`src/rtl/core/tit_pkg.sv`:
```
// ============================================================================
// tit_pkg - trickle interval timer shared definitions
// Payload structs, function codes, register indexes and reset values.
// ============================================================================
package tit_pkg;

  // Field widths
  localparam int FUNC_W     = 2;
  localparam int RANDOM_W   = 16;
  localparam int EXP_W      = 5;
  localparam int DOUB_W     = 5;
  localparam int RED_W      = 8;
  localparam int TPS_W      = 11;
  localparam int CNT_W      = 32;
  localparam int CFG_ADDR_W = 2;
  localparam int CFG_DATA_W = 11;

  // Default parameter values
  localparam int RAND_MAX_DEFAULT = 65535;
  localparam int EXP_MAX_DEFAULT  = 24;

  // Milliseconds per second for the tick conversion
  localparam int MS_PER_SEC = 1000;
  localparam int MS_W       = $clog2(MS_PER_SEC + 1);

  // Function codes
  localparam logic [FUNC_W-1:0] FUNC_TICK  = 2'd0;
  localparam logic [FUNC_W-1:0] FUNC_HEARD = 2'd1;
  localparam logic [FUNC_W-1:0] FUNC_RESET = 2'd2;

  // Register indexes
  localparam logic [CFG_ADDR_W-1:0] REG_MIN_EXP    = 2'd0;
  localparam logic [CFG_ADDR_W-1:0] REG_DOUBLINGS  = 2'd1;
  localparam logic [CFG_ADDR_W-1:0] REG_REDUNDANCY = 2'd2;
  localparam logic [CFG_ADDR_W-1:0] REG_TPS        = 2'd3;

  // Register reset values
  localparam logic [EXP_W-1:0]  MIN_EXP_RST   = 5'd12;
  localparam logic [DOUB_W-1:0] DOUBLINGS_RST = 5'd8;
  localparam logic [RED_W-1:0]  RED_RST       = 8'd10;
  localparam logic [TPS_W-1:0]  TPS_RST       = 11'd128;

  typedef struct packed {
    logic [FUNC_W-1:0]   func;
    logic [RANDOM_W-1:0] random_value;
    logic                link_ready;
  } tit_in_t;

  typedef struct packed {
    logic             send_now;
    logic             suppressed;
    logic             postponed;
    logic             new_interval;
    logic [EXP_W-1:0] interval_exp;
  } tit_out_t;

endpackage

```
`src/rtl/core/tit_serial_mul.sv`:
```
// ============================================================================
// tit_serial_mul - bit-serial shift-add multiplier
// One bit of the multiplier per cycle, LSB first.
// ============================================================================
module tit_serial_mul #(
  parameter int A_W = 31,
  parameter int B_W = 16
) (
  input  logic             clk_i,
  input  logic             rst_ni,
  input  logic             start_i,
  input  logic [A_W-1:0]   a_i,
  input  logic [B_W-1:0]   b_i,
  output logic             done_o,
  output logic [A_W+B_W-1:0] prod_o
);

  localparam int CW = $clog2(B_W + 1);

  logic [A_W-1:0] a_q;
  logic [A_W-1:0] hi_q;
  logic [B_W-1:0] lo_q;
  logic [CW-1:0]  cnt_q;
  logic           done_q;
  logic [A_W:0]   sum;

  // add the multiplicand when the current multiplier bit is set
  assign sum = {1'b0, hi_q} + {1'b0, (lo_q[0] ? a_q : '0)};

  always_ff @(posedge clk_i or negedge rst_ni) begin
    if (!rst_ni) begin
      cnt_q  <= '0;
      done_q <= 1'b0;
    end else if (start_i) begin
      cnt_q  <= CW'(B_W);
      done_q <= 1'b0;
    end else begin
      done_q <= (cnt_q == CW'(1));
      if (cnt_q != '0) begin
        cnt_q <= cnt_q - CW'(1);
      end
    end
  end

  always_ff @(posedge clk_i) begin
    if (start_i) begin
      a_q  <= a_i;
      hi_q <= '0;
      lo_q <= b_i;
    end else if (cnt_q != '0) begin
      hi_q <= sum[A_W:1];
      lo_q <= {sum[0], lo_q[B_W-1:1]};
    end
  end

  assign done_o = done_q;
  assign prod_o = {hi_q, lo_q};

endmodule

```
`src/rtl/core/tit_serial_div.sv`:
```
// ============================================================================
// tit_serial_div - bit-serial restoring divider
// One quotient bit per cycle, MSB first.
// ============================================================================
module tit_serial_div #(
  parameter int W  = 47,
  parameter int DW = 16
) (
  input  logic          clk_i,
  input  logic          rst_ni,
  input  logic          start_i,
  input  logic [W-1:0]  dividend_i,
  input  logic [DW-1:0] divisor_i,
  output logic          done_o,
  output logic [W-1:0]  quot_o
);

  localparam int CW = $clog2(W + 1);

  logic [W-1:0]  acc_q;   // dividend bits out at the top, quotient bits in below
  logic [DW-1:0] rem_q;
  logic [DW-1:0] div_q;
  logic [CW-1:0] cnt_q;
  logic          done_q;
  logic [DW:0]   trial;
  logic [DW:0]   diff;
  logic          ge;

  assign trial = {rem_q, acc_q[W-1]};
  assign diff  = trial - {1'b0, div_q};
  assign ge    = (trial >= {1'b0, div_q});

  always_ff @(posedge clk_i or negedge rst_ni) begin
    if (!rst_ni) begin
      cnt_q  <= '0;
      done_q <= 1'b0;
    end else if (start_i) begin
      cnt_q  <= CW'(W);
      done_q <= 1'b0;
    end else begin
      done_q <= (cnt_q == CW'(1));
      if (cnt_q != '0) begin
        cnt_q <= cnt_q - CW'(1);
      end
    end
  end

  always_ff @(posedge clk_i) begin
    if (start_i) begin
      acc_q <= dividend_i;
      rem_q <= '0;
      div_q <= divisor_i;
    end else if (cnt_q != '0) begin
      rem_q <= ge ? diff[DW-1:0] : trial[DW-1:0];
      acc_q <= {acc_q[W-2:0], ge};
    end
  end

  assign done_o = done_q;
  assign quot_o = acc_q;

endmodule

```
`src/rtl/core/trickle_interval_timer.sv`:
```
// ============================================================================
// trickle_interval_timer - Trickle timer with serial interval arithmetic
// Keeps interval exponent, firing countdown and heard counter; one result
// transfer per input transfer.
// ============================================================================
//
//  port group  | dir | handshake                | payload
//  ------------+-----+--------------------------+-----------------------------
//  in          | in  | in_valid_i / in_ready_o  | in_data_i  (tit_in_t)
//  out         | out | out_valid_o / out_ready_i| out_data_o (tit_out_t)
//  cfg         | in  | cfg_we_i (no wait)       | cfg_addr_i, cfg_wdata_i
//
//  Sequence: an item that does not open a new interval goes straight to the
//    done state after its input transfer. An item that opens one runs the
//    length division, the shift-add multiply and the fraction division in
//    that order; both divisions run on the single shared serial divider.
//    The next input is taken once the result has moved to the output register.
//  Reset: all control and timer state cleared, registers at their defaults.
//  Stalls: a finished result sits in the output register; the next item is
//    taken meanwhile and waits at its end until the register frees up.
//
module trickle_interval_timer #(
  parameter int RAND_MAX_VALUE = tit_pkg::RAND_MAX_DEFAULT,
  parameter int EXP_MAX        = tit_pkg::EXP_MAX_DEFAULT
) (
  input  logic                            clk_i,
  input  logic                            rst_ni,
  input  logic                            in_valid_i,
  output logic                            in_ready_o,
  input  tit_pkg::tit_in_t                in_data_i,
  output logic                            out_valid_o,
  input  logic                            out_ready_i,
  output tit_pkg::tit_out_t               out_data_o,
  input  logic                            cfg_we_i,
  input  logic [tit_pkg::CFG_ADDR_W-1:0]  cfg_addr_i,
  input  logic [tit_pkg::CFG_DATA_W-1:0]  cfg_wdata_i
);

  import tit_pkg::*;

  // Widths derived from the parameters
  localparam int RW     = $clog2(RAND_MAX_VALUE + 1);       // random word after clamp
  localparam int LEN_W  = TPS_W + EXP_MAX;                  // tps << exp
  localparam int HALF_W = CNT_W - 1;                        // floor(len/2)
  localparam int PROD_W = HALF_W + RW;                      // half * r
  localparam int DIV_W  = (LEN_W > PROD_W) ? LEN_W : PROD_W;
  localparam int DVR_W  = (RW > MS_W) ? RW : MS_W;

  // Sequencer codes
  localparam logic [2:0] ST_IDLE  = 3'd0;
  localparam logic [2:0] ST_SETUP = 3'd1;  // kick off length division
  localparam logic [2:0] ST_LEN   = 3'd2;  // len = (tps << exp) / 1000
  localparam logic [2:0] ST_MUL   = 3'd3;  // half * r
  localparam logic [2:0] ST_FRAC  = 3'd4;  // (half * r) / RAND_MAX
  localparam logic [2:0] ST_DONE  = 3'd5;  // hand result to output register

  logic [2:0] state_q, state_d;

  // Configuration registers
  logic [EXP_W-1:0]  min_exp_q;
  logic [DOUB_W-1:0] doub_q;
  logic [RED_W-1:0]  red_q;
  logic [TPS_W-1:0]  tps_q;

  // Timer state
  logic              running_q, running_d;
  logic [EXP_W-1:0]  cur_exp_q, cur_exp_d;
  logic              send_pending_q, send_pending_d;
  logic [CNT_W-1:0]  countdown_q, countdown_d;
  logic [CNT_W-1:0]  tail_q, tail_d;
  logic [RED_W-1:0]  heard_q, heard_d;
  logic              link_ok_q, link_ok_d;

  // Interval computation scratch
  logic [RW-1:0]     rnd_q, rnd_d;
  logic [CNT_W-1:0]  len_q, len_d;

  // Pending result and output register
  tit_out_t res_q, res_d;
  tit_out_t out_q;
  logic     out_valid_q;
  logic     out_load;

  // Serial units
  logic              div_start, div_done;
  logic [DIV_W-1:0]  div_dividend, div_quot;
  logic [DVR_W-1:0]  div_divisor;
  logic              mul_start, mul_done;
  logic [PROD_W-1:0] mul_prod;

  // Misc combinational values
  logic              in_fire;
  logic [EXP_W-1:0]  min_eff, max_eff;
  logic [EXP_W:0]    max_sum;
  logic [CNT_W-1:0]  cd_dec;
  logic [CNT_W-1:0]  len_sat;
  logic [CNT_W-1:0]  fire_pt;
  logic              start_iv;

  assign in_ready_o = (state_q == ST_IDLE);
  assign in_fire    = in_valid_i & in_ready_o;

  // Effective exponent limits
  assign min_eff = (min_exp_q > EXP_W'(EXP_MAX)) ? EXP_W'(EXP_MAX) : min_exp_q;
  assign max_sum = {1'b0, min_eff} + {1'b0, doub_q};
  assign max_eff = (max_sum > (EXP_W+1)'(EXP_MAX)) ? EXP_W'(EXP_MAX) : max_sum[EXP_W-1:0];

  assign cd_dec = (countdown_q != '0) ? (countdown_q - CNT_W'(1)) : countdown_q;

  // Length saturates to 32 bits; firing point = half + frac
  assign len_sat = (|div_quot[DIV_W-1:CNT_W]) ? '1 : div_quot[CNT_W-1:0];
  assign fire_pt = {1'b0, len_q[CNT_W-1:1]} + {1'b0, div_quot[HALF_W-1:0]};

  // Divider is shared: length first, then the random fraction
  always_comb begin
    if (state_q == ST_SETUP) begin
      div_dividend = DIV_W'(tps_q) << cur_exp_q;
      div_divisor  = DVR_W'(MS_PER_SEC);
    end else begin
      div_dividend = DIV_W'(mul_prod);
      div_divisor  = DVR_W'(RAND_MAX_VALUE);
    end
  end

  assign div_start = (state_q == ST_SETUP) || ((state_q == ST_MUL) && mul_done);
  assign mul_start = (state_q == ST_LEN) && div_done;
  assign out_load  = (state_q == ST_DONE) && (!out_valid_q || out_ready_i);

  tit_serial_div #(
    .W  (DIV_W),
    .DW (DVR_W)
  ) u_div (
    .clk_i      (clk_i),
    .rst_ni     (rst_ni),
    .start_i    (div_start),
    .dividend_i (div_dividend),
    .divisor_i  (div_divisor),
    .done_o     (div_done),
    .quot_o     (div_quot)
  );

  tit_serial_mul #(
    .A_W (HALF_W),
    .B_W (RW)
  ) u_mul (
    .clk_i   (clk_i),
    .rst_ni  (rst_ni),
    .start_i (mul_start),
    .a_i     (len_sat[CNT_W-1:1]),
    .b_i     (rnd_q),
    .done_o  (mul_done),
    .prod_o  (mul_prod)
  );

  // Item decode and sequencing
  always_comb begin
    state_d        = state_q;
    running_d      = running_q;
    cur_exp_d      = cur_exp_q;
    send_pending_d = send_pending_q;
    countdown_d    = countdown_q;
    tail_d         = tail_q;
    heard_d        = heard_q;
    link_ok_d      = link_ok_q;
    rnd_d          = rnd_q;
    len_d          = len_q;
    res_d          = res_q;
    start_iv       = 1'b0;

    case (state_q)
      ST_IDLE: begin
        if (in_fire) begin
          res_d = '0;
          if (!running_q) begin
            // first item of any kind starts the timer
            running_d          = 1'b1;
            cur_exp_d          = min_eff;
            start_iv           = 1'b1;
            res_d.new_interval = 1'b1;
          end else begin
            case (in_data_i.func)
              FUNC_TICK: begin
                countdown_d = cd_dec;
                if (cd_dec == '0) begin
                  if (!link_ok_q && !in_data_i.link_ready) begin
                    countdown_d     = CNT_W'(tps_q);
                    res_d.postponed = 1'b1;
                  end else begin
                    link_ok_d = 1'b1;
                    if (send_pending_q) begin
                      if (red_q == '0 || heard_q < red_q) begin
                        res_d.send_now = 1'b1;
                      end else begin
                        res_d.suppressed = 1'b1;
                      end
                      send_pending_d = 1'b0;
                      countdown_d    = tail_q;
                    end else begin
                      // end of interval: grow and restart
                      if (cur_exp_q < max_eff) begin
                        cur_exp_d = cur_exp_q + EXP_W'(1);
                      end
                      start_iv           = 1'b1;
                      res_d.new_interval = 1'b1;
                    end
                  end
                end
              end
              FUNC_HEARD: begin
                if (heard_q != '1) begin
                  heard_d = heard_q + RED_W'(1);
                end
              end
              FUNC_RESET: begin
                if (cur_exp_q > min_eff) begin
                  cur_exp_d          = min_eff;
                  start_iv           = 1'b1;
                  res_d.new_interval = 1'b1;
                end
              end
              default: ;
            endcase
          end
          if (start_iv) begin
            send_pending_d = 1'b1;
            heard_d        = '0;
            rnd_d          = (in_data_i.random_value > RANDOM_W'(RAND_MAX_VALUE))
                             ? RW'(RAND_MAX_VALUE) : in_data_i.random_value[RW-1:0];
          end
          res_d.interval_exp = cur_exp_d;
          state_d            = start_iv ? ST_SETUP : ST_DONE;
        end
      end
      ST_SETUP: begin
        state_d = ST_LEN;
      end
      ST_LEN: begin
        if (div_done) begin
          len_d   = len_sat;
          state_d = ST_MUL;
        end
      end
      ST_MUL: begin
        if (mul_done) begin
          state_d = ST_FRAC;
        end
      end
      ST_FRAC: begin
        if (div_done) begin
          countdown_d = fire_pt;
          tail_d      = len_q - fire_pt;
          state_d     = ST_DONE;
        end
      end
      ST_DONE: begin
        if (out_load) begin
          state_d = ST_IDLE;
        end
      end
      default: begin
        state_d = ST_IDLE;
      end
    endcase
  end

  // Control state
  always_ff @(posedge clk_i or negedge rst_ni) begin
    if (!rst_ni) begin
      state_q        <= ST_IDLE;
      running_q      <= 1'b0;
      cur_exp_q      <= '0;
      send_pending_q <= 1'b0;
      countdown_q    <= '0;
      tail_q         <= '0;
      heard_q        <= '0;
      link_ok_q      <= 1'b0;
      out_valid_q    <= 1'b0;
      min_exp_q      <= MIN_EXP_RST;
      doub_q         <= DOUBLINGS_RST;
      red_q          <= RED_RST;
      tps_q          <= TPS_RST;
    end else begin
      state_q        <= state_d;
      running_q      <= running_d;
      cur_exp_q      <= cur_exp_d;
      send_pending_q <= send_pending_d;
      countdown_q    <= countdown_d;
      tail_q         <= tail_d;
      heard_q        <= heard_d;
      link_ok_q      <= link_ok_d;
      if (out_load) begin
        out_valid_q <= 1'b1;
      end else if (out_ready_i) begin
        out_valid_q <= 1'b0;
      end
      if (cfg_we_i) begin
        case (cfg_addr_i)
          REG_MIN_EXP:    min_exp_q <= cfg_wdata_i[EXP_W-1:0];
          REG_DOUBLINGS:  doub_q    <= cfg_wdata_i[DOUB_W-1:0];
          REG_REDUNDANCY: red_q     <= cfg_wdata_i[RED_W-1:0];
          REG_TPS:        tps_q     <= cfg_wdata_i[TPS_W-1:0];
          default: ;
        endcase
      end
    end
  end

  // Payload registers
  always_ff @(posedge clk_i) begin
    rnd_q <= rnd_d;
    len_q <= len_d;
    res_q <= res_d;
    if (out_load) begin
      out_q <= res_q;
    end
  end

  assign out_valid_o = out_valid_q;
  assign out_data_o  = out_q;

`ifndef NO_ASSERTIONS
  // exponent stays within its bound
  assert property (@(posedge clk_i) disable iff (!rst_ni)
    cur_exp_q <= EXP_W'(EXP_MAX))
    else $error("interval exponent above EXP_MAX");

  // a result carries at most one of send, suppress, postpone
  assert property (@(posedge clk_i) disable iff (!rst_ni)
    out_load |-> $onehot0({res_q.send_now, res_q.suppressed, res_q.postponed}))
    else $error("conflicting result flags");

  // firing point never lies beyond the interval end
  assert property (@(posedge clk_i) disable iff (!rst_ni)
    (state_q == ST_FRAC && div_done) |=> (countdown_q <= len_q))
    else $error("firing point beyond interval length");

  // a new interval clears the heard count and arms the send
  assert property (@(posedge clk_i) disable iff (!rst_ni)
    (state_q == ST_SETUP) |-> (send_pending_q && heard_q == '0 && res_q.new_interval))
    else $error("interval start without armed send");

  // once started, the timer keeps running
  assert property (@(posedge clk_i) disable iff (!rst_ni)
    running_q |=> running_q)
    else $error("timer stopped after start");
`endif

endmodule

```
`config.mk`:
```
export PLATFORM = sky130hd
export DESIGN_NAME = trickle_interval_timer
export DESIGN_NICKNAME = d
export VERILOG_FILES = /design/src/rtl/core/tit_pkg.sv /design/src/rtl/core/tit_serial_mul.sv /design/src/rtl/core/tit_serial_div.sv /design/src/rtl/core/trickle_interval_timer.sv
export SDC_FILE = /design/constraint.sdc
export NUM_CORES = 1
export LEC_CHECK = 0
export ABC_CLOCK_PERIOD_IN_PS = 8010
export BUFFER_PORTS_ARGS = -buffer_cell sky130_fd_sc_hd__buf_2
export CAP_MARGIN = 20
export CORE_MARGIN = 2
export CORE_UTILIZATION = 60
export CTS_BUF_LIST = sky130_fd_sc_hd__clkbuf_8 sky130_fd_sc_hd__clkbuf_16
export DETAILED_ROUTE_END_ITERATION = 10
export GPL_TIMING_DRIVEN = 1
export HOLD_SLACK_MARGIN = 0.02
export MAX_ROUTING_LAYER = met4
export PLACE_DENSITY = 0.77
export SLEW_MARGIN = 20
export SYNTH_ARGS = -nofsm -noshare
export SYNTH_HDL_FRONTEND = slang
export SYNTH_HIERARCHICAL = 1
export SYNTH_SLANG_ARGS = --single-unit
```
`constraint.sdc`:
```
create_clock -name clk_i -period 8.01 [get_ports clk_i]
set_input_delay 0.801 -clock clk_i [delete_from_list [all_inputs] [get_ports clk_i]]
set_output_delay 0.801 -clock clk_i [all_outputs]
set_load 0.01 [all_outputs]
```
==> metrics.yaml, run 1 <==
critical_path:
  r2r-start: "len_q[1]"
  cp_slowest_cell: "or4b_2"
  cpPeakStageDelay_ns: 0.63
  crit_path_end_kind: "flip-flop"
  required_ns: 8.48
  crit_chain: "ha_1 -> fa_1 -> a21oi_1 -> nor2_1 -> o31a_1 -> o31a_1 -> a21oi_1 -> o21bai_1 -> a31oi_1 -> xor2_1 -> ha_1 -> nand3_1 -> nor2_1 -> nand2_1 -> or3_1 -> a41oi_1 -> a2111oi_0 -> o21ai_0 -> a21o_1 -> a21oi_1 -> or4b_2 -> nand3_1"
  critPathArrivalTime_ns: 6.12
  rrSetupSlack_ns: 2.36
  worstSetupPathType: "reg2reg"
  critPathLaunchType: "flip-flop"
  reg2reg_depth: 22
  crit_top_cell: "a21oi_1"
  timing.rr.end: "tail_q[30]"
  worstPathMaxFanout: 5
global_routing:
  grt_pass1_vias: 17400
  met3_usage_pct: 3.92
  grt.met2_usage_pct: 48.8
  grt_pass1_wl_mm: 96.3
  gr-usage-met1_pct: 46.4
  overflow: 0
  track_usage_pct: 32.7
  grt.busiest_layer: "met2"
  antenna_found_initial: 0
  grt_max_degree: 72
min_path:
  hold_class: "in2async"
timing:
  rsz0062_at_grt: "no"
  finalMaxSlewViolations: 0
  finalSetupTns_ns: 0
  max_freq_mhz: 177
  fin_worst_skew_ns: 0.0328
  maxSlewHeadroom_pct: 32.2
  hold_violations: 0
  hold_ws_ns: 0.0422
  setup_viol: 0
  post-route-min-period_ns: 5.65
  fin_crit_sh_pct: 70.5
  worstMarginPinSlew_ns: 1.02
drt:
  wirelength_mm: 60.5
  drc: 0
  dr.pass1.iters: 5
  ant_nets: 0
  vias_per_cell: 6.47
  vias: 18100
  routedWlPerCell_um: 21.6
  drt_iter0_drc: 2015
synthesis:
  synth_top_area_cell: "edfxtp_1"
  ys_seq_area_share_pct: 42.4
  synth.distinct_cells: 104
  avgSynthCellArea_sq_um: 9.71
  ys_ff_latch: 349
  synth_edf_count: 176
  yosysTopAreaCellShare_pct: 23.9
  synth_cells: 2281
  synth_area_leaders: "edfxtp_1 (24%), dfrtp_1 (14%), ha_1 (7.8%), mux2_2 (4.9%), dfxtp_1 (4.2%)"
  synthArstFlopShare_pct: 36.1
  synth_area_sq_um: 22200
  ys.warnings.count: 6
  ys.flop_type: "edfxtp_1"
placed_design:
  hpwl_mm: 44.5
  place.gp.congestion: 0.995
  portBuffers: 47
clocking:
  cts_setup_buffers: 0
  clk_pin_slew_worst_paths_ns: 0.06
  clk_latency_ns: 0.56
  hold_buffers: 0
  htree_levels: 2
  cts_buffer_depth: 3
  root_buffer: "clkbuf_16"
  cts_buffers: 40
  cts_tree: "built"
  postCtsResizedCells: 0
  clock-sinks: 349
job:
  maxCapViolCount: 0
floorplanning:
  pin_count: 48
  rows: 70
  core_area_sq_um: 36500
  die-height_um: 196
  initial_core_util_pct: 60.7
  die_w_um: 196
  fp.dieArea_sq_um: 38500
final_layout:
  fillerInstances: 2913
  syn_to_final_growth_pct: 9.34
  drive_gt1_share_pct: 13.2
  finalNetCount: 2484
  insertedDiodeCount: 0
power:
  peakVddDrop_mv: 0.372
  power_density_nw_per_um2: 496
  total_power_mw: 12.0
  power.leakage_nw: 9.58
run_status:
  status: "finished clean"
## layout by cell type (no fill, tap or decap), types with 28 or more instances in the layout
cell type  instances
a21oi_1          145
a21o_1            57
o21ai_0          138
clkbuf_16         42
xnor2_1           50
nor3_1            52
edfxtp_1         176
nand2b_1          28
nand3_1           52
ha_1             139
or2_2             38
mux2i_1           29
mux2_2            97
buf_2             46
inv_1             89
xor2_1            58
nor2_1           138
nand2_1          226
and2_1            51
dfxtp_1           47
a211oi_1          32
dfrtp_1          120
## metrics by stage
stage,worst slack [ns],cell area (sq um),cells,util (%)
2_1_floorplan,0.835,22200,2286,-
3_3_place_gp,2.58,22800,2728,62.4
3_5_place_dp,2.48,22800,2728,62.4
4_1_cts,2.42,24200,2802,66.3
5_1_grt,2.04,24200,2803,66.3
6_report,2.36,24200,2803,66.3
## worst max-delay path by stage
stage,start,endpoint,slack [ns]
6_report,len_q[1],tail_q[30],2.36
2_1_floorplan,state_q[2],u_mul/lo_q[0],0.84
3_5_place_dp,len_q[1],tail_q[30],2.48
3_3_place_gp,len_q[1],tail_q[30],2.58
4_1_cts,len_q[1],tail_q[30],2.42
5_1_grt,len_q[2],tail_q[30],2.04
## flip-flops by register name, summed over array words and instances (netlist names), 3 cells and up
| register | count |
|---|---|
| u_mul/lo_q | 16 |
| heard_q | 8 |
| u_mul/a_q | 31 |
| res_q | 9 |
| len_q | 32 |
| countdown_q | 32 |
| cur_exp_q | 5 |
| u_mul/cnt_q | 5 |
| u_div/div_q | 16 |
| state_q | 3 |
| rnd_q | 16 |
| tps_q | 11 |
| u_div/rem_q | 16 |
| out_data_o | 9 |
| u_div/quot_o | 47 |
| u_div/cnt_q | 6 |
| u_mul/hi_q | 31 |
| doub_q | 5 |
| red_q | 8 |
| min_exp_q | 5 |
| tail_q | 32 |
## kinds of logic (layout without fill, tap and decap cells)
| logic type | count (synthesis) | in the layout | share of synthesized area (%) |
|---|---|---|---|
| AOI/OAI and AO/OA | 622 | 622 | 18.4 |
| xor gates and xnor gates | 108 | 108 | 4.27 |
| adders and majority gates | 144 | 144 | 8.30 |
| buffers and inverters | 181 | 230 | 3.22 |
| DFF | 349 | 349 | 42.4 |
| muxes | 128 | 128 | 6.36 |
| other | 1 | 6 | 0.0169 |
| and+or+nand+nor | 748 | 748 | 17.0 |
## report_power, final
group          total [mW]  switching [mW]  leakage [nW]  internal [mW]
clock network        1.95           0.762         0.718           1.19
registers            3.13           0.568          3.42           2.56
logic                6.94            4.04          5.45           2.90
## per-layer routing
metal	vias up	share of wire (%)
li1	8507	-
met1	8751	45
met2	751	44
met3	123	7.7
met4	0	3.5
met5	-	0
## worst max-delay path, delay by kind of cell, from the launching register on
family | cells | cell delay (ns)
and+or+nand+nor | 7 | 1.48
DFF | 1 | 0.46
AOI/OAI and AO/OA | 11 | 2.44
xor gates and xnor gates | 1 | 0.12
adders and majority gates | 3 | 1.07
## layout make-up
class	instances	area [sq um]	share of cell area, %
Multi-Input combinational cell	1756	12100	49.9
Inverter	85	319	1.32
Tap cell	468	586	2.42
Sequential cell	349	9390	38.7
Timing Repair Buffer	71	425	1.76
Clock buffer	43	1060	4.39
Clock inverter	31	345	1.43
## cells in the mapped netlist (47+ instances only)
cell / n
nand2_1: 227
edfxtp_1: 176
a21oi_1: 146
ha_1: 139
nor2_1: 138
o21ai_0: 138
dfrtp_1: 120
mux2_2: 97
inv_1: 84
clkbuf_1: 70
xor2_1: 58
a21o_1: 57
nand3_1: 52
nor3_1: 52
and2_1: 51
xnor2_1: 50
dfxtp_1: 47
Note: power is estimated with default switching activity, not from simulation.
==> run 2, diff against run 1 <==
ABC_CLOCK_PERIOD_IN_PS = 5400   (was 8010)
clock period = 5.4 ns   (was 8.01 ns; I/O delays follow)
==> metrics.yaml, run 2 (synthesis results as in run 1) <==
floorplanning:
  rows: 70  # unchanged
  die_w_um: 196  # unchanged
  core_area_sq_um: 36500  # unchanged
  fp.dieArea_sq_um: 38500  # unchanged
  initial_core_util_pct: 60.7  # unchanged
  die-height_um: 196  # unchanged
  pin_count: 48  # unchanged
min_path:
  hold_class: "in2reg"
  hp-start: "in_data_i[4]"
drt:
  drc: 0  # unchanged
  drt_iter0_drc: 1675  # -17%
  wirelength_mm: 60.4  # -0.15%
  wl_met2_mm: 27.0  # +1.9%
  dr_wl_met3_mm: 4.31  # -7.5%
  dr.pass1.iters: 6  # +1
  routedWlPerCell_um: 21.5  # -0.58%
  ant_nets: 0  # unchanged
  wl_met1_mm: 27.2  # unchanged
  vias: 18200  # +0.51%
  vias_per_cell: 6.47  # about the same
  top_layer: "met4"
timing:
  setup_viol: 0  # unchanged
  fin_crit_sh_pct: 95.3  # +25 points
  max_freq_mhz: 194  # +9.7%
  fin_worst_skew_ns: 0.0339  # +0.00109 ns
  finalSetupTns_ns: 0  # unchanged
  worstMarginPinSlew_ns: 0.936  # -0.0802 ns
  post-route-min-period_ns: 5.15  # -0.502 ns
  rsz0062_at_grt: "yes"
  hold_violations: 0  # unchanged
  finalMaxSlewViolations: 0  # unchanged
  maxSlewHeadroom_pct: 37.6  # +5.3 points
  setup_slack_ns: 0.251  # -2.11 ns
global_routing:
  track_usage_pct: 32.5  # -0.26 points
  grt_pass1_wl_mm: 95.7  # -0.63%
  antenna_found_initial: 0  # unchanged
  grt_max_degree: 72  # unchanged
  grt_pass1_vias: 17300  # -0.75%
  overflow: 0  # unchanged
power:
  power_density_nw_per_um2: 734  # +48%
  peakVddDrop_mv: 0.494  # +33%
  total_power_mw: 17.9  # +49%
  power.leakage_nw: 9.63  # +0.51%
final_layout:
  syn_to_final_growth_pct: 9.81
  fin_cells: 2815  # +0.43%
  insertedDiodeCount: 0  # unchanged
  fillerInstances: 2852  # -2.1%
  final_util_pct: 66.6  # +0.29 points
  final_common_cell: "nand2_1"
  largest_register_ffs: 47  # unchanged
  finalNetCount: 2497  # +0.52%
  drive_gt1_share_pct: 14.1  # +0.87 points
  layout_common_cells: "nand2_1 (226), edfxtp_1 (176), a21oi_1 (143)"
clocking:
  cts_buffer_depth: 3  # unchanged
  clock-sinks: 349  # unchanged
  cts_tree: "built"
  clk_latency_ns: 0.57  # about the same
  root_buffer: "clkbuf_16"
  cts_buffers: 40  # unchanged
  clk_pin_slew_worst_paths_ns: 0.06  # about the same
  htree_levels: 2  # unchanged
placed_design:
  place.gp.congestion: 0.982  # -1.3%
  hpwl_mm: 44.7  # +0.37%
  post-place-cells: 2737  # +0.33%
  place_ws_ns: 0.149  # -2.33 ns
  portBuffers: 47  # unchanged
critical_path:
  crit_chain: "ha_1 -> fa_1 -> a21oi_2 -> nor2_1 -> o31a_1 -> o31a_1 -> a31oi_2 -> a211oi_1 -> or3b_2 -> xnor2_2 -> ha_2 -> a21o_1 -> a21oi_1 -> o22ai_1 -> a2111oi_2 -> o21ai_1 -> a21o_1 -> a21oi_1 -> or4b_2 -> nand3_1"
  cpPeakStageDelay_ns: 0.49  # -0.14 ns
  crit_family: "compound AO/OA/AOI/OAI gates"
  critPathLaunchType: "flip-flop"
  worstSetupPathType: "reg2reg"
  r2r-start: "len_q[1]"
  crit_path_end_kind: "flip-flop"
  worstSetupStartpoint: "len_q[1]"
  critPathArrivalTime_ns: 5.57  # -0.55 ns
  path_buf_inv: 0  # unchanged
  worstPathMaxFanout: 6  # +1
  cp_slowest_cell: "or3b_2"
  required_ns: 5.82  # -2.66 ns
job:
  maxCapViolCount: 0  # unchanged
run_status:
  status: "finished clean"
run 2: layer usage:
metal  global-route usage, %  vias up
met5                       -        -
met3                    4.68      120
met1                    45.1     8823
li1                        -     8537
met2                    49.4      745
met4                    10.5        0
run 2: worst paths after layout:
path	depth (start not counted)	slack (ns)	end
worst max-delay path	20	0.25	tail_q[30]
worst min-delay path	1	0.14	rnd_q[3]
worst max register to register	20	0.25	tail_q[30]
worst min register to register	0	0.42	out_data_o[0]
max in group asynchronous	3	3.69	countdown_q[28]
min in group asynchronous	2	0.51	u_mul/cnt_q[0]
run 2: metrics by stage:
stage,hold WS (ns),instance area (sq um)
2_1_floorplan,0.244,22200
3_3_place_gp,0.407,22900
3_5_place_dp,0.405,22900
4_1_cts,0.127,24200
5_1_grt,0.135,24300
6_report,0.143,24300
run 2: worst reg2reg max path, stage by stage (launching register included):
cell	delay (ns)
edfxtp_1	0.41
ha_1	0.26
fa_1	0.43
a21oi_2	0.18
nor2_1	0.08
o31a_1	0.29
o31a_1	0.36
a31oi_2	0.22
a211oi_1	0.13
or3b_2	0.49
xnor2_2	0.21
ha_2	0.35
a21o_1	0.17
a21oi_1	0.20
o22ai_1	0.13
a2111oi_2	0.36
o21ai_1	0.12
a21o_1	0.21
a21oi_1	0.20
or4b_2	0.15
nand3_1	0.06
run 2: timing repair:
| item | 4_1_cts | 5_1_grt |
|---|---|---|
| gates resized for setup | 0 | 15 |
| hold buffers | 1 | 0 |
| endpoints found under the hold margin | 36 | 0 |
| setup endpoints to repair | 0 | 7 |
| buffers inserted | 0 | 2 |
run 2: area by class of cell:
cell class / count / area [sq um] / share of cell area, %
Timing Repair Buffer: 84 / 538 / 2.21
Multi-Input combinational cell: 1756 / 12200 / 50.0
Inverter: 85 / 320 / 1.32
Tap cell: 468 / 586 / 2.41
Sequential cell: 349 / 9390 / 38.6
Clock buffer: 46 / 1080 / 4.45
Clock inverter: 27 / 259 / 1.06
run 2: power by group:
part           internal (mW)  switching (mW)  total [mW]
clock network           1.64            1.11        2.75
registers               3.80           0.798        4.60
logic                   4.43            6.09        10.5
total                   9.87            8.00        17.9
==> run 3, diff against run 2 <==
CORE_MARGIN = default   (was 2)
==> metrics.yaml, run 3 (synthesis results as in run 1) <==
timing:
  hold_violations: 0  # unchanged
  finalMaxSlewViolations: 0  # unchanged
  hold_ws_ns: 0.0496  # -0.0938 ns
  fin_crit_sh_pct: 93.7  # -1.7 points
  setup_viol: 0  # unchanged
  fin_worst_skew_ns: 0.0336  # -0.000262 ns
  worstMarginPinSlew_ns: 1.05  # +0.111 ns
  post-route-min-period_ns: 5.06  # -0.0899 ns
  maxSlewHeadroom_pct: 29.9  # -7.6 points
  max_freq_mhz: 198  # +1.8%
drt:
  vias_per_cell: 6.51  # +0.59%
  ant_nets: 0  # unchanged
  dr.pass1.iters: 6  # unchanged
  drt_iter0_drc: 2042  # +22%
  vias: 18300  # +0.55%
  drc: 0  # unchanged
  wirelength_mm: 60.7  # +0.52%
  routedWlPerCell_um: 21.6  # +0.56%
global_routing:
  grt.busiest_layer: "met2"
  overflow: 0  # unchanged
  gr-usage-met1_pct: 46.7  # +1.6 points
  grt.met2_usage_pct: 47.4  # -2.0 points
  track_usage_pct: 32.9  # +0.39 points
  met3_usage_pct: 5.29  # +0.61 points
  grt_pass1_wl_mm: 94.5  # -1.3%
  antenna_found_initial: 0  # unchanged
  grt_pass1_vias: 17100  # -1.2%
  grt_max_degree: 91  # +26%
clocking:
  clk_pin_slew_worst_paths_ns: 0.06  # about the same
  hold_buffers: 0  # -1
  root_buffer: "clkbuf_16"
  cts_tree: "built"
  htree_levels: 2  # unchanged
  clock-sinks: 349  # unchanged
  cts_buffer_depth: 3  # unchanged
  clk_latency_ns: 0.57  # about the same
  cts_buffers: 39  # -2.5%
final_layout:
  final_common_cell: "nand2_1"
  layout_common_cells: "nand2_1 (226), edfxtp_1 (176), a21oi_1 (144)"
  syn_to_final_growth_pct: 9.59
  largest_register_ffs: 47  # unchanged
  final_util_pct: 66.6  # about the same
  insertedDiodeCount: 0  # unchanged
  fin_area_sq_um: 24300  # -0.21%
  finalNetCount: 2496  # -0.040%
  fillerInstances: 2820  # -1.1%
  fin_cells: 2814  # -0.036%
  drive_gt1_share_pct: 13.6  # -0.42 points
critical_path:
  timing.rr.end: "tail_q[30]"
  required_ns: 5.88  # +0.06 ns
  critPathLaunchType: "flip-flop"
  reg2reg_depth: 22  # +10%
  critPathArrivalTime_ns: 5.54  # -0.03 ns
  crit_path_end_kind: "flip-flop"
  worstPathMaxFanout: 3  # -3
  r2r-start: "len_q[1]"
  rrSetupSlack_ns: 0.34  # +0.09 ns
  worstSetupPathType: "reg2reg"
floorplanning:
  rows: 70  # unchanged
  die_w_um: 194  # -1.0%
  core_area_sq_um: 36400  # -0.24%
  fp.dieArea_sq_um: 37700  # -2.0%
  pin_count: 48  # unchanged
  die-height_um: 194  # -1.0%
  initial_core_util_pct: 60.8  # +0.15 points
placed_design:
  portBuffers: 47  # unchanged
  place.gp.congestion: 0.975  # -0.76%
  post-place-cells: 2737  # unchanged
  dpl-instance-area_sq_um: 22900  # about the same
  hpwl_mm: 45.0  # +0.68%
job:
  maxCapViolCount: 0  # unchanged
power:
  power.leakage_nw: 9.61  # -0.20%
  power_density_nw_per_um2: 733  # -0.16%
  peakVddDrop_mv: 0.515  # +4.2%
run_status:
  status: "finished clean"
min_path:
  hold_class: "in2async"
[run 3: cell types whose count changed in the layout (fill, tap and decap cells not counted), moves of 3 or more]
cell / previous run / this run
clkbuf_8: 6 / 3
clkinv_1: 2 / 5
clkinv_2: 7 / 1
inv_1: 89 / 93
[run 3: critical path, stage by stage (launching register included)]
cell and delay, ns:
edfxtp_1 0.42, ha_1 0.28, fa_2 0.37, a21oi_2 0.15, nor2_1 0.08, o31a_1 0.29, o31a_1 0.34, a21oi_1 0.16
o21bai_1 0.11, a31oi_1 0.20, xor2_1 0.12, ha_1 0.31, nand3_1 0.09, nor2_1 0.13, nand2_1 0.08, or3_1 0.34
a41oi_2 0.24, a2111oi_2 0.11, o21ai_0 0.18, a21o_1 0.17, a21oi_1 0.08, or4b_2 0.63, nand3_1 0.09
[run 3: final cells by class]
| type | instances | area (sq um) | share of cell area, % |
|---|---|---|---|
| Clock buffer | 43 | 1040 | 4.29 |
| Sequential cell | 349 | 9390 | 38.7 |
| Multi-Input combinational cell | 1756 | 12100 | 50.0 |
| Timing Repair Buffer | 84 | 527 | 2.17 |
| Tap cell | 468 | 586 | 2.41 |
| Clock inverter | 29 | 282 | 1.16 |
| Inverter | 85 | 319 | 1.31 |
[run 3: how the worst max path moves through the flow]
| stage | startpoint | endpoint | depth (start not counted) |
|---|---|---|---|
| finish | len_q[1] | tail_q[30] | 22 |
| global route | len_q[2] | tail_q[26] | 23 |
| CTS | len_q[1] | tail_q[30] | 22 |
| detailed placement | len_q[1] | tail_q[30] | 22 |
| global placement | len_q[1] | tail_q[30] | 22 |
| floorplan | state_q[2] | u_mul/lo_q[0] | 9 |
[run 3: timing repair]
item / CTS / global route
buffers inserted: 0 / 4
hold endpoints to repair: 0 / 0
setup endpoints to repair: 0 / 6
gates resized for setup: 0 / 10
[run 3: power breakdown]
part / leakage, nW / total [mW] / switching, mW / internal (mW)
Clock: 0.680 / 2.74 / 1.11 / 1.63
Combinational: 5.52 / 10.4 / 6.01 / 4.39
Sequential: 3.42 / 4.66 / 0.862 / 3.80
Total: 9.61 / 17.8 / 7.98 / 9.83
[run 3: metal layers]
metal  vias to the layer above  part of all wire, %  wire length, um
met3                       129                  8.2             4960
met2                       808                   44            26500
met1                      8851                   45            27300
met5                         -                    0                0
met4                         0                  3.4             2050
li1                       8538                    -                -
[run 3: stage by stage]
step           total power, mW  TNS [ns]  setup slack, ns
4_1_cts                   17.5         0           0.0786
6_report                  17.8         0            0.341
3_3_place_gp              14.3         0            0.174
5_1_grt                   19.0  -0.00854         -0.00854
3_5_place_dp              14.7         0            0.117
2_1_floorplan             12.2         0            0.412
